### src/hw/rtl/bounded_lifo_stack_assert.svh
// ----------------------------------------------------------------------------
// Assertion macros for the bounded LIFO stack
// Shared concurrent checks, sampled on the rising clock edge and disabled
// while reset is high.
// ----------------------------------------------------------------------------
`ifndef BOUNDED_LIFO_STACK_ASSERT_SVH
`define BOUNDED_LIFO_STACK_ASSERT_SVH

// Consequent must hold in the same cycle as the antecedent.
`define BLS_ASSERT_NOW(label, clk, rst, ante, cons) \
  label: assert property (@(posedge clk) disable iff (rst) (ante) |-> (cons)) \
    else $error("bounded_lifo_stack: check failed");

// Consequent must hold in the cycle after the antecedent.
`define BLS_ASSERT_NEXT(label, clk, rst, ante, cons) \
  label: assert property (@(posedge clk) disable iff (rst) (ante) |=> (cons)) \
    else $error("bounded_lifo_stack: check failed");

`endif

### src/hw/rtl/bls_pkg.sv
// ----------------------------------------------------------------------------
// bls_pkg
// Sizes, command and status codes, and the control interface between the
// stack controller and its datapath.
// ----------------------------------------------------------------------------
package bls_pkg;

  localparam int DEPTH   = 8;
  localparam int OCC_W   = $clog2(DEPTH + 1);
  localparam int IDX_W   = (DEPTH > 1) ? $clog2(DEPTH) : 1;
  localparam int DFT_W   = 4;
  localparam int CMP_W   = (OCC_W > DFT_W) ? OCC_W : DFT_W;
  localparam int WORD_W  = 32;
  localparam int CMD_W   = 3;
  localparam int STAT_W  = 2;

  typedef enum logic [CMD_W-1:0] {
    CMD_PUSH    = 3'd0,
    CMD_POP     = 3'd1,
    CMD_PEEK    = 3'd2,
    CMD_UPDATE  = 3'd3,
    CMD_DISPLAY = 3'd4
  } cmd_t;

  typedef enum logic [STAT_W-1:0] {
    ST_OK        = 2'd0,
    ST_OVERFLOW  = 2'd1,
    ST_EMPTY     = 2'd2,
    ST_BAD_DEPTH = 2'd3
  } status_t;

  // Controller to datapath
  typedef struct packed {
    logic    push;       // write value at top, grow by one
    logic    pop;        // shrink by one
    logic    rd_top;     // read top entry, load display pointer
    logic    upd;        // write value at depth_from_top
    logic    disp_next;  // step display pointer down and read
    logic    load_out;   // load the result register
    status_t out_status;
    logic    out_mem;    // result data comes from the read register
    logic    out_last;
  } dp_cmd_t;

  // Datapath to controller
  typedef struct packed {
    logic empty;
    logic full;
    logic depth_ok;
    logic ptr_zero;
    logic out_valid;
  } dp_stat_t;

endpackage

### src/hw/rtl/bls_ctrl.sv
// ----------------------------------------------------------------------------
// bls_ctrl
// Command decoder and sequencer: takes one command, issues the store access,
// then loads one result or streams a display run, or drops an undefined one.
// ----------------------------------------------------------------------------
`include "bounded_lifo_stack_assert.svh"

module bls_ctrl import bls_pkg::*; (
  input  logic             clk,
  input  logic             rst,
  input  logic             in_valid,
  output logic             in_stall,
  input  logic [CMD_W-1:0] command,
  input  logic             out_stall,
  input  dp_stat_t         stat,
  output dp_cmd_t          cmd
);

  typedef enum logic [2:0] {
    S_IDLE = 3'b001,
    S_EMIT = 3'b010,
    S_DISP = 3'b100
  } state_t;

  state_t  state, state_next;
  status_t res_status, res_status_next;
  logic    res_mem, res_mem_next;
  logic    out_free;

  assign out_free = !stat.out_valid || !out_stall;

  always_comb begin
    state_next      = state;
    res_status_next = res_status;
    res_mem_next    = res_mem;
    in_stall        = 1'b1;
    cmd             = '0;
    cmd.out_status  = ST_OK;
    case (state)
      S_IDLE: begin
        in_stall = 1'b0;
        if (in_valid) begin
          res_mem_next    = 1'b0;
          res_status_next = ST_OK;
          case (command)
            CMD_PUSH: begin
              state_next = S_EMIT;
              if (stat.full) begin
                res_status_next = ST_OVERFLOW;
              end else begin
                cmd.push = 1'b1;
              end
            end
            CMD_POP: begin
              state_next = S_EMIT;
              if (stat.empty) begin
                res_status_next = ST_EMPTY;
              end else begin
                cmd.pop      = 1'b1;
                cmd.rd_top   = 1'b1;
                res_mem_next = 1'b1;
              end
            end
            CMD_PEEK: begin
              state_next = S_EMIT;
              if (stat.empty) begin
                res_status_next = ST_EMPTY;
              end else begin
                cmd.rd_top   = 1'b1;
                res_mem_next = 1'b1;
              end
            end
            CMD_UPDATE: begin
              state_next = S_EMIT;
              if (stat.depth_ok) begin
                cmd.upd = 1'b1;
              end else begin
                res_status_next = ST_BAD_DEPTH;
              end
            end
            CMD_DISPLAY: begin
              if (stat.empty) begin
                state_next      = S_EMIT;
                res_status_next = ST_EMPTY;
              end else begin
                cmd.rd_top = 1'b1;
                state_next = S_DISP;
              end
            end
            default: begin
              // undefined command: drop the transaction
            end
          endcase
        end
      end
      S_EMIT: begin
        if (out_free) begin
          cmd.load_out   = 1'b1;
          cmd.out_status = res_status;
          cmd.out_mem    = res_mem;
          cmd.out_last   = 1'b1;
          state_next     = S_IDLE;
        end
      end
      S_DISP: begin
        if (out_free) begin
          cmd.load_out   = 1'b1;
          cmd.out_status = ST_OK;
          cmd.out_mem    = 1'b1;
          cmd.out_last   = stat.ptr_zero;
          if (stat.ptr_zero) begin
            state_next = S_IDLE;
          end else begin
            cmd.disp_next = 1'b1;
          end
        end
      end
      default: begin
        state_next = S_IDLE;
      end
    endcase
  end

  always_ff @(posedge clk) begin
    if (rst) begin
      state <= S_IDLE;
    end else begin
      state <= state_next;
    end
  end

  always_ff @(posedge clk) begin
    res_status <= res_status_next;
    res_mem    <= res_mem_next;
  end

  `BLS_ASSERT_NOW(a_load_only_when_free, clk, rst, cmd.load_out, out_free)
  `BLS_ASSERT_NOW(a_one_store_op, clk, rst, 1'b1,
                  $onehot0({cmd.push, cmd.upd, cmd.rd_top, cmd.disp_next}))
  `BLS_ASSERT_NEXT(a_disp_ends_idle, clk, rst,
                   (state == S_DISP) && cmd.load_out && stat.ptr_zero,
                   (state == S_IDLE))

endmodule

### src/hw/rtl/bls_dpath.sv
// ----------------------------------------------------------------------------
// bls_dpath
// Word store, occupancy count, display pointer and the result register.
// ----------------------------------------------------------------------------
`include "bounded_lifo_stack_assert.svh"

module bls_dpath import bls_pkg::*; (
  input  logic                     clk,
  input  logic                     rst,
  input  dp_cmd_t                  cmd,
  output dp_stat_t                 stat,
  input  logic signed [WORD_W-1:0] value,
  input  logic [DFT_W-1:0]         depth_from_top,
  input  logic                     out_stall,
  output logic                     out_valid,
  output logic [STAT_W-1:0]        status,
  output logic signed [WORD_W-1:0] data,
  output logic                     last
);

  logic signed [WORD_W-1:0] mem [DEPTH];
  logic signed [WORD_W-1:0] rd_data;
  logic [OCC_W-1:0]         occ;
  logic [OCC_W-1:0]         occ_dec;
  logic [IDX_W-1:0]         ptr;
  logic [IDX_W-1:0]         top_idx;
  logic [IDX_W-1:0]         rd_addr;
  logic [IDX_W-1:0]         upd_addr;
  logic [CMP_W-1:0]         occ_ext;
  logic [CMP_W-1:0]         dft_ext;
  logic [CMP_W-1:0]         upd_diff;
  logic                     rd_en;

  assign occ_dec  = occ - OCC_W'(1);
  assign top_idx  = occ_dec[IDX_W-1:0];
  assign occ_ext  = CMP_W'(occ);
  assign dft_ext  = CMP_W'(depth_from_top);
  assign upd_diff = occ_ext - dft_ext;
  assign upd_addr = upd_diff[IDX_W-1:0];
  assign rd_en    = cmd.rd_top || cmd.disp_next;
  assign rd_addr  = cmd.disp_next ? (ptr - IDX_W'(1)) : top_idx;

  assign stat.empty     = (occ == '0);
  assign stat.full      = (occ == OCC_W'(DEPTH));
  assign stat.depth_ok  = (dft_ext != '0) && (dft_ext <= occ_ext);
  assign stat.ptr_zero  = (ptr == '0);
  assign stat.out_valid = out_valid;

  // single write port, single registered read port
  always_ff @(posedge clk) begin
    if (cmd.push) begin
      mem[occ[IDX_W-1:0]] <= value;
    end else if (cmd.upd) begin
      mem[upd_addr] <= value;
    end
    if (rd_en) begin
      rd_data <= mem[rd_addr];
    end
  end

  always_ff @(posedge clk) begin
    if (rst) begin
      occ <= '0;
    end else if (cmd.push) begin
      occ <= occ + OCC_W'(1);
    end else if (cmd.pop) begin
      occ <= occ_dec;
    end
  end

  always_ff @(posedge clk) begin
    if (cmd.rd_top) begin
      ptr <= top_idx;
    end else if (cmd.disp_next) begin
      ptr <= rd_addr;
    end
  end

  always_ff @(posedge clk) begin
    if (rst) begin
      out_valid <= 1'b0;
    end else if (cmd.load_out) begin
      out_valid <= 1'b1;
    end else if (!out_stall) begin
      out_valid <= 1'b0;
    end
  end

  always_ff @(posedge clk) begin
    if (cmd.load_out) begin
      status <= cmd.out_status;
      data   <= cmd.out_mem ? rd_data : '0;
      last   <= cmd.out_last;
    end
  end

  `BLS_ASSERT_NOW(a_occ_bound, clk, rst, 1'b1, (occ <= OCC_W'(DEPTH)))
  `BLS_ASSERT_NOW(a_no_push_full, clk, rst, cmd.push, !stat.full)
  `BLS_ASSERT_NEXT(a_push_grows, clk, rst, cmd.push, (occ == $past(occ) + OCC_W'(1)))

endmodule

### src/hw/rtl/bounded_lifo_stack.sv
// ----------------------------------------------------------------------------
// bounded_lifo_stack
// Bounded LIFO stack of signed 32-bit words driven by one command per
// transaction.
// ----------------------------------------------------------------------------
// Each accepted command is worked one at a time. Push, pop, peek and update
// do the store access on accept; S_EMIT then loads the result register once
// the output is free. Display reads the top entry on accept, then streams
// entries top to bottom at one entry per cycle unless the output stalls,
// through the store's single read port; an empty display gives one empty
// status. An undefined command is dropped, with no result. A new command is
// accepted while an earlier result still waits in the output register;
// output stall holds the sequencer. The store needs no clearing after reset.

module bounded_lifo_stack import bls_pkg::*; (
  input  logic                     clk,
  input  logic                     rst,
  input  logic                     in_valid,
  output logic                     in_stall,
  input  logic [CMD_W-1:0]         command,
  input  logic signed [WORD_W-1:0] value,
  input  logic [DFT_W-1:0]         depth_from_top,
  output logic                     out_valid,
  input  logic                     out_stall,
  output logic [STAT_W-1:0]        status,
  output logic signed [WORD_W-1:0] data,
  output logic                     last
);

  dp_cmd_t  cmd;
  dp_stat_t stat;

  bls_ctrl u_ctrl (
    .clk       (clk),
    .rst       (rst),
    .in_valid  (in_valid),
    .in_stall  (in_stall),
    .command   (command),
    .out_stall (out_stall),
    .stat      (stat),
    .cmd       (cmd)
  );

  bls_dpath u_dpath (
    .clk            (clk),
    .rst            (rst),
    .cmd            (cmd),
    .stat           (stat),
    .value          (value),
    .depth_from_top (depth_from_top),
    .out_stall      (out_stall),
    .out_valid      (out_valid),
    .status         (status),
    .data           (data),
    .last           (last)
  );

endmodule
### config.mk
export PLATFORM = sky130hd
export DESIGN_NAME = bounded_lifo_stack
export DESIGN_NICKNAME = d
export VERILOG_FILES = /design/src/hw/rtl/bls_pkg.sv /design/src/hw/rtl/bls_ctrl.sv /design/src/hw/rtl/bls_dpath.sv /design/src/hw/rtl/bounded_lifo_stack.sv
export VERILOG_INCLUDE_DIRS = /design/src /design/src/hw/rtl
export SDC_FILE = /design/constraint.sdc
export NUM_CORES = 1
export LEC_CHECK = 0
export ABC_AREA = 1
export BUFFER_PORTS_ARGS = -buffer_cell sky130_fd_sc_hd__buf_2
export CAP_MARGIN = 10
export CORE_ASPECT_RATIO = 0.75
export CORE_UTILIZATION = 55
export DETAILED_ROUTE_END_ITERATION = 12
export MAX_ROUTING_LAYER = met4
export PLACE_DENSITY_LB_ADDON = 0.12
export SETUP_SLACK_MARGIN = 0.2
export SLEW_MARGIN = 20
export SYNTH_ARGS = -nofsm -noshare
export SYNTH_HDL_FRONTEND = slang
export SYNTH_HIERARCHICAL = 1
export SYNTH_SLANG_ARGS = --single-unit
### constraint.sdc
create_clock -name clk -period 4.6 [get_ports clk]
set_input_delay 0.92 -clock clk [delete_from_list [all_inputs] [get_ports clk]]
set_output_delay 0.92 -clock clk [all_outputs]
set_load 0.02 [all_outputs]
Word level (Yosys, flattened, before mapping):

Memories as Yosys holds them, arrays and structs flattened. A register that Yosys moved wholly into a read port is not among the register bits.
Cells that the tools add are included.

* word-level logic and storage cells: 89
* output and inout port bits: 37
* memories kept: 1
* register bits after elaboration: 49
* memory bits (writable): 256
* bits of input ports: 43

Memory list
* u_dpath.mem: words 8, width 32, read ports 1, clocked after Yosys merged registers in 1, wr ports 1, line bls_dpath.sv:21 `logic signed [WORD_W-1:0] mem [DEPTH];`

* $lt $le $gt $ge: 1
* eq/ne operators: 14
* $add $sub $neg: 4
* multiplexer cells: 42
* reductions and logical operators: 18

Operators with widths (count)
* 32-bit two-way mux: 1
* 32-bit OR reduction: 1
* 3-bit two-way mux: 9
* 1-bit two-way mux: 18
* 4-bit two-way mux: 4
* 5-bit case mux with 2 select lines: 1
* 3-bit by 2-bit equality test with 1-bit output (second input constant): 3
* 3-bit case mux with 3 select lines: 1
* 2-bit by 1-bit inequality test with 1-bit output (second input constant): 4
* 3-bit by 1-bit equality test with 1-bit output (second input constant): 2
* 3-bit equality test (second input constant): 2
* 3-bit zero test: 2
* 2-bit two-way mux: 3
* 6-bit two-way mux: 1
* 2-bit case mux with 3 select lines: 1
* 3-bit case mux with 2 select lines: 1
* 5-bit two-way mux: 1
* 5-bit AND reduction: 1
* 4-bit by 1-bit adder with 4-bit output (second input constant): 1
* 4-bit equality test (second input constant): 1
* 4-bit less-or-equal comparator: 1
* 4-bit zero test: 1
* 2-bit nonzero test: 2
* 4-bit nonzero test: 1
* other kinds (13): 16

Logic depth before layout (Yosys ltp):

* word-level depth: 11
* gate-level depth with buffers: 17
* depth with buffers taken out: 16

Modules after synthesis:

The synthesis kept the hierarchy.

By module, submodules not included
* bls_dpath: area an instance 14388.8 µm², sequential area each 9889.5 µm², instances 1, cells each 1375
* bls_ctrl: area an instance 478.0 µm², sequential area each 150.1 µm², instances 1, cells each 68

Worst setup path after synthesis:

OpenSTA, ideal clock, no wires.

* path type: input-to-reg
* from: input port depth_from_top[1]
* to: memory u_dpath.mem[2][0] (enable)
* stages on the path: 13
* arrival time: 3901 ps
* buffers on the path: 0
* data required time: 4179 ps
* library setup time: 421 ps
* slack: 278 ps
* cell sequence: inv_1 > ha_1 > a21oi_1 > o21ai_0 > a21oi_1 > inv_1 > nor4_2 > inv_1 > nor2_1 > inv_1 > o21ai_0 > nand2_1 > nor2_1

RTL lines
* start, declared: line bounded_lifo_stack.sv:22 `input logic [DFT_W-1:0] depth_from_top,`
* end, declared: line bls_dpath.sv:21

==> results.toml <==
[clock_tree]
clk_path_buf_depth = 3
hold_buffers = 0
cts_made_buffers = 34
clkSlewWorstSetupHoldPaths_ns = 0.06
insertion_delay_ns = 0.51
cts_tree = "done"
cts-root-buf = "clkbuf_16"
cts_resized = 0
htreeDepth = 2
cts_num_sinks = 337
cts_setup_buffers = 0

[yosys]
yosysMostFrequentCell = "nand2_1"
synthesis.area_mm2 = 0.0149
synth_cells = 1443
syn-num-nets = 1497
synth_top_cell_by_area = "edfxtp_1"
synthTopCellsByCount = "334 x nand2_1, 329 x edfxtp_1, 318 x inv_1, 297 x nand3_1, 32 x buf_2"
yosysWarnings = 6
synth.yosys.seq_area_share_pct = 67.5
synth_edf_count = 329
synthTopCellsByArea = "edfxtp_1 66%, nand3_1 10%, nand2_1 8.4%"
ys_types = 30
synth_top_area_share_pct = 66.5
ys_async_sr_fraction_pct = 0
ys.flop_type = "edfxtp_1"
avgSynthCellArea_um2 = 10.3
ys_seq_elements = 337

[placed_design]
gp_congestion = 0.864
hpwlAfterDp_um = 17800
dp_slack_ns = 0.572
portBuffers = 79

[die]
die_area_mm2 = 0.0277
row_count = 51
die_height_um = 144
boundaryPins = 80
core_mm2 = 0.0262
start_util_pct = 56.7
die_x_um = 192

[sta]
rsz0062_at_grt = "false"
maxSlewViolCount = 0
hold_viol_final = 0
fmax_ghz = 0.280
maxSlewHeadroom_pct = 32.4
setup_ws_ns = 1.03
worst_pin_slew_ns = 1.01
fin_skew_ns = 0.0213
fin_crit_ns = 3.57
fin_crit_sh_pct = 77.5
setup_viol = 0
setup_tns_ns = 0

[setup_path]
crit_path_end_kind = "flop"
r2r_start = "u_dpath/occ[1]"
r2r_setup_slack_ns = 1.15
reg2reg_depth = 13
cp.required_ns = 4.74
reg2reg_to = "u_dpath/mem[0][14]"
cp_slowest_cell = "buf_4"
criticalPathCategory = "in2reg"
crit_arrival_ns = 3.70
crit_top_cell = "inv_1"
critPathMaxStageDelay_ns = 0.46
crit_start = "depth_from_top[1]"
endpoint = "u_dpath/mem[0][14]"
crit_fanout = 32
cp_cell_sequence = "buf_2 > inv_1 > ha_1 > a21oi_1 > o21ai_0 > a21oi_1 > inv_1 > nor4_2 > inv_1 > nor2_1 > inv_1 > nand2_1 > o211ai_1 > nor2_4 > buf_4"
start_kind = "input port"

[route]
route.vias.total = 9745
ant_nets = 0
viasPerCell = 5.18
wire_per_inst_um = 16.8
drtIter0Drc = 780
dr.pass1.iters = 5
wl_um = 31600
drc = 0

[global_route]
grt.overflow.total = 0
grt_pass1_wl_um = 49600
grt_max_degree = 119
first_global_vias = 9052
antenna_found_initial = 0
grtUsageTotal_pct = 24.4

[cells_and_area]
diodes = 0
syn2layout_area_growth_pct = 13.1
fillCellCount = 2073
nets = 1568
drive_above_1_share_pct = 11.6

[pwr]
seqPwrFrac_pct = 48.9
leakage_uw = 0.00750
netSwitchingPower_uw = 1970
power.share.clock_pct = 35.4
internal-power_uw = 5390
swShare_pct = 26.7
vdd_drop_max_v = 0.000337
pwr-share-comb_pct = 15.7
cellPowerDensity_mw_per_mm2 = 438

[run]
cap_violations = 0

[run_status]
outcome = "completed"

[min_path]
min_path_type = "reg2reg"
==> per-stage QoR <==
step           hold slack [ns]  instance area (µm²)  cells  power, µW  util (%)
2_1_floorplan            0.478                14900   1443       4420         -
3_5_place_dp             0.491                15800   1822       4820      60.2
4_1_cts                  0.503                16800   1882       7420      64.1
5_1_grt                  0.523                16800   1882       7670      64.1
6_report                 0.502                16800   1882       7360      64.1
3_3_place_gp             0.484                15800   1822       4800      60.2
==> per-layer routing <==
layer | track usage [%] | vias up | routed length, µm
met2 | 37.0 | 292 | 14200
li1 | - | 4815 | -
met5 | - | - | 0
met4 | 5.56 | 0 | 483
met3 | 3.47 | 45 | 1910
met1 | 35.0 | 4593 | 14900
==> critical path: cells and delay by family <==
| family | cells | cell delay, ns |
|---|---|---|
| AND/OR/NAND/NOR | 4 | 0.80 |
| adder cells (fa/ha/maj) | 1 | 0.31 |
| AO/OA/AOI/OAI | 4 | 0.71 |
| buffers and inverters | 6 | 0.94 |
==> placed cells by master, fill, tap and decap left out, drive strengths merged <==
cell / instances
a21oi: 12
clkinv: 8
nand4: 4
nor2: 21
buf: 102
ha: 10
nand2: 339
nand3: 298
o21ai: 18
inv: 323
bufinv: 2
or2: 1
nor3: 4
edfxtp: 329
dfxtp: 8
fa: 1
xnor2: 2
nor4: 4
clkinvlp: 1
o211ai: 3
clkbuf: 48
==> flip-flops by register name, indices dropped and copies added (netlist names) <==
register,cells
u_ctrl/res_mem,1
u_ctrl/res_status,2
u_ctrl/state,3
u_dpath/data,32
u_dpath/last,1
u_dpath/mem,256
u_dpath/occ,4
u_dpath/out_valid,1
u_dpath/ptr,3
u_dpath/rd_data,32
u_dpath/status,2
==> power groups by stage <==
stage / registers, µW / logic [µW] / clock network [µW]
2_1_floorplan: 3730 / 699 / 0
3_3_place_gp: 3660 / 1140 / 0
3_5_place_dp: 3670 / 1150 / 0
4_1_cts: 3600 / 1160 / 2660
5_1_grt: 3610 / 1290 / 2780
6_report: 3600 / 1150 / 2610
==> final cells by class <==
type | instances | area [µm²] | share of cell area (%)
sequential | 337 | 10000 | 59.7
multi-input combinational | 717 | 3430 | 20.4
inverter | 322 | 1210 | 7.19
clock buffer | 48 | 925 | 5.50
timing repair buffer | 102 | 668 | 3.97
tap | 344 | 430 | 2.56
clock inverter | 12 | 114 | 0.677
==> how the worst min path moves through the flow <==
stage                             endpoint  slack [ns]  cells after the start           startpoint
after floorplan           u_dpath/data[30]        0.48                      2  u_dpath/rd_data[30]
after global placement    u_dpath/data[20]        0.48                      2  u_dpath/rd_data[20]
after detailed placement  u_dpath/data[21]        0.49                      2  u_dpath/rd_data[21]
after CTS                 u_dpath/data[21]        0.50                      2  u_dpath/rd_data[21]
after global routing       u_dpath/data[1]        0.52                      2   u_dpath/rd_data[1]
final                     u_dpath/data[20]        0.50                      2  u_dpath/rd_data[20]
==> cells by family after synthesis <==
family | count (synthesis) | synth area share (%)
flip-flops | 337 | 67.5
AND/OR/NAND/NOR | 671 | 20.0
AO/OA/AOI/OAI | 33 | 1.19
buffers and inverters | 389 | 10.1
adder cells (fa/ha/maj) | 11 | 0.976
XOR/XNOR | 2 | 0.118
Note: power is estimated with default switching activity, not from simulation.
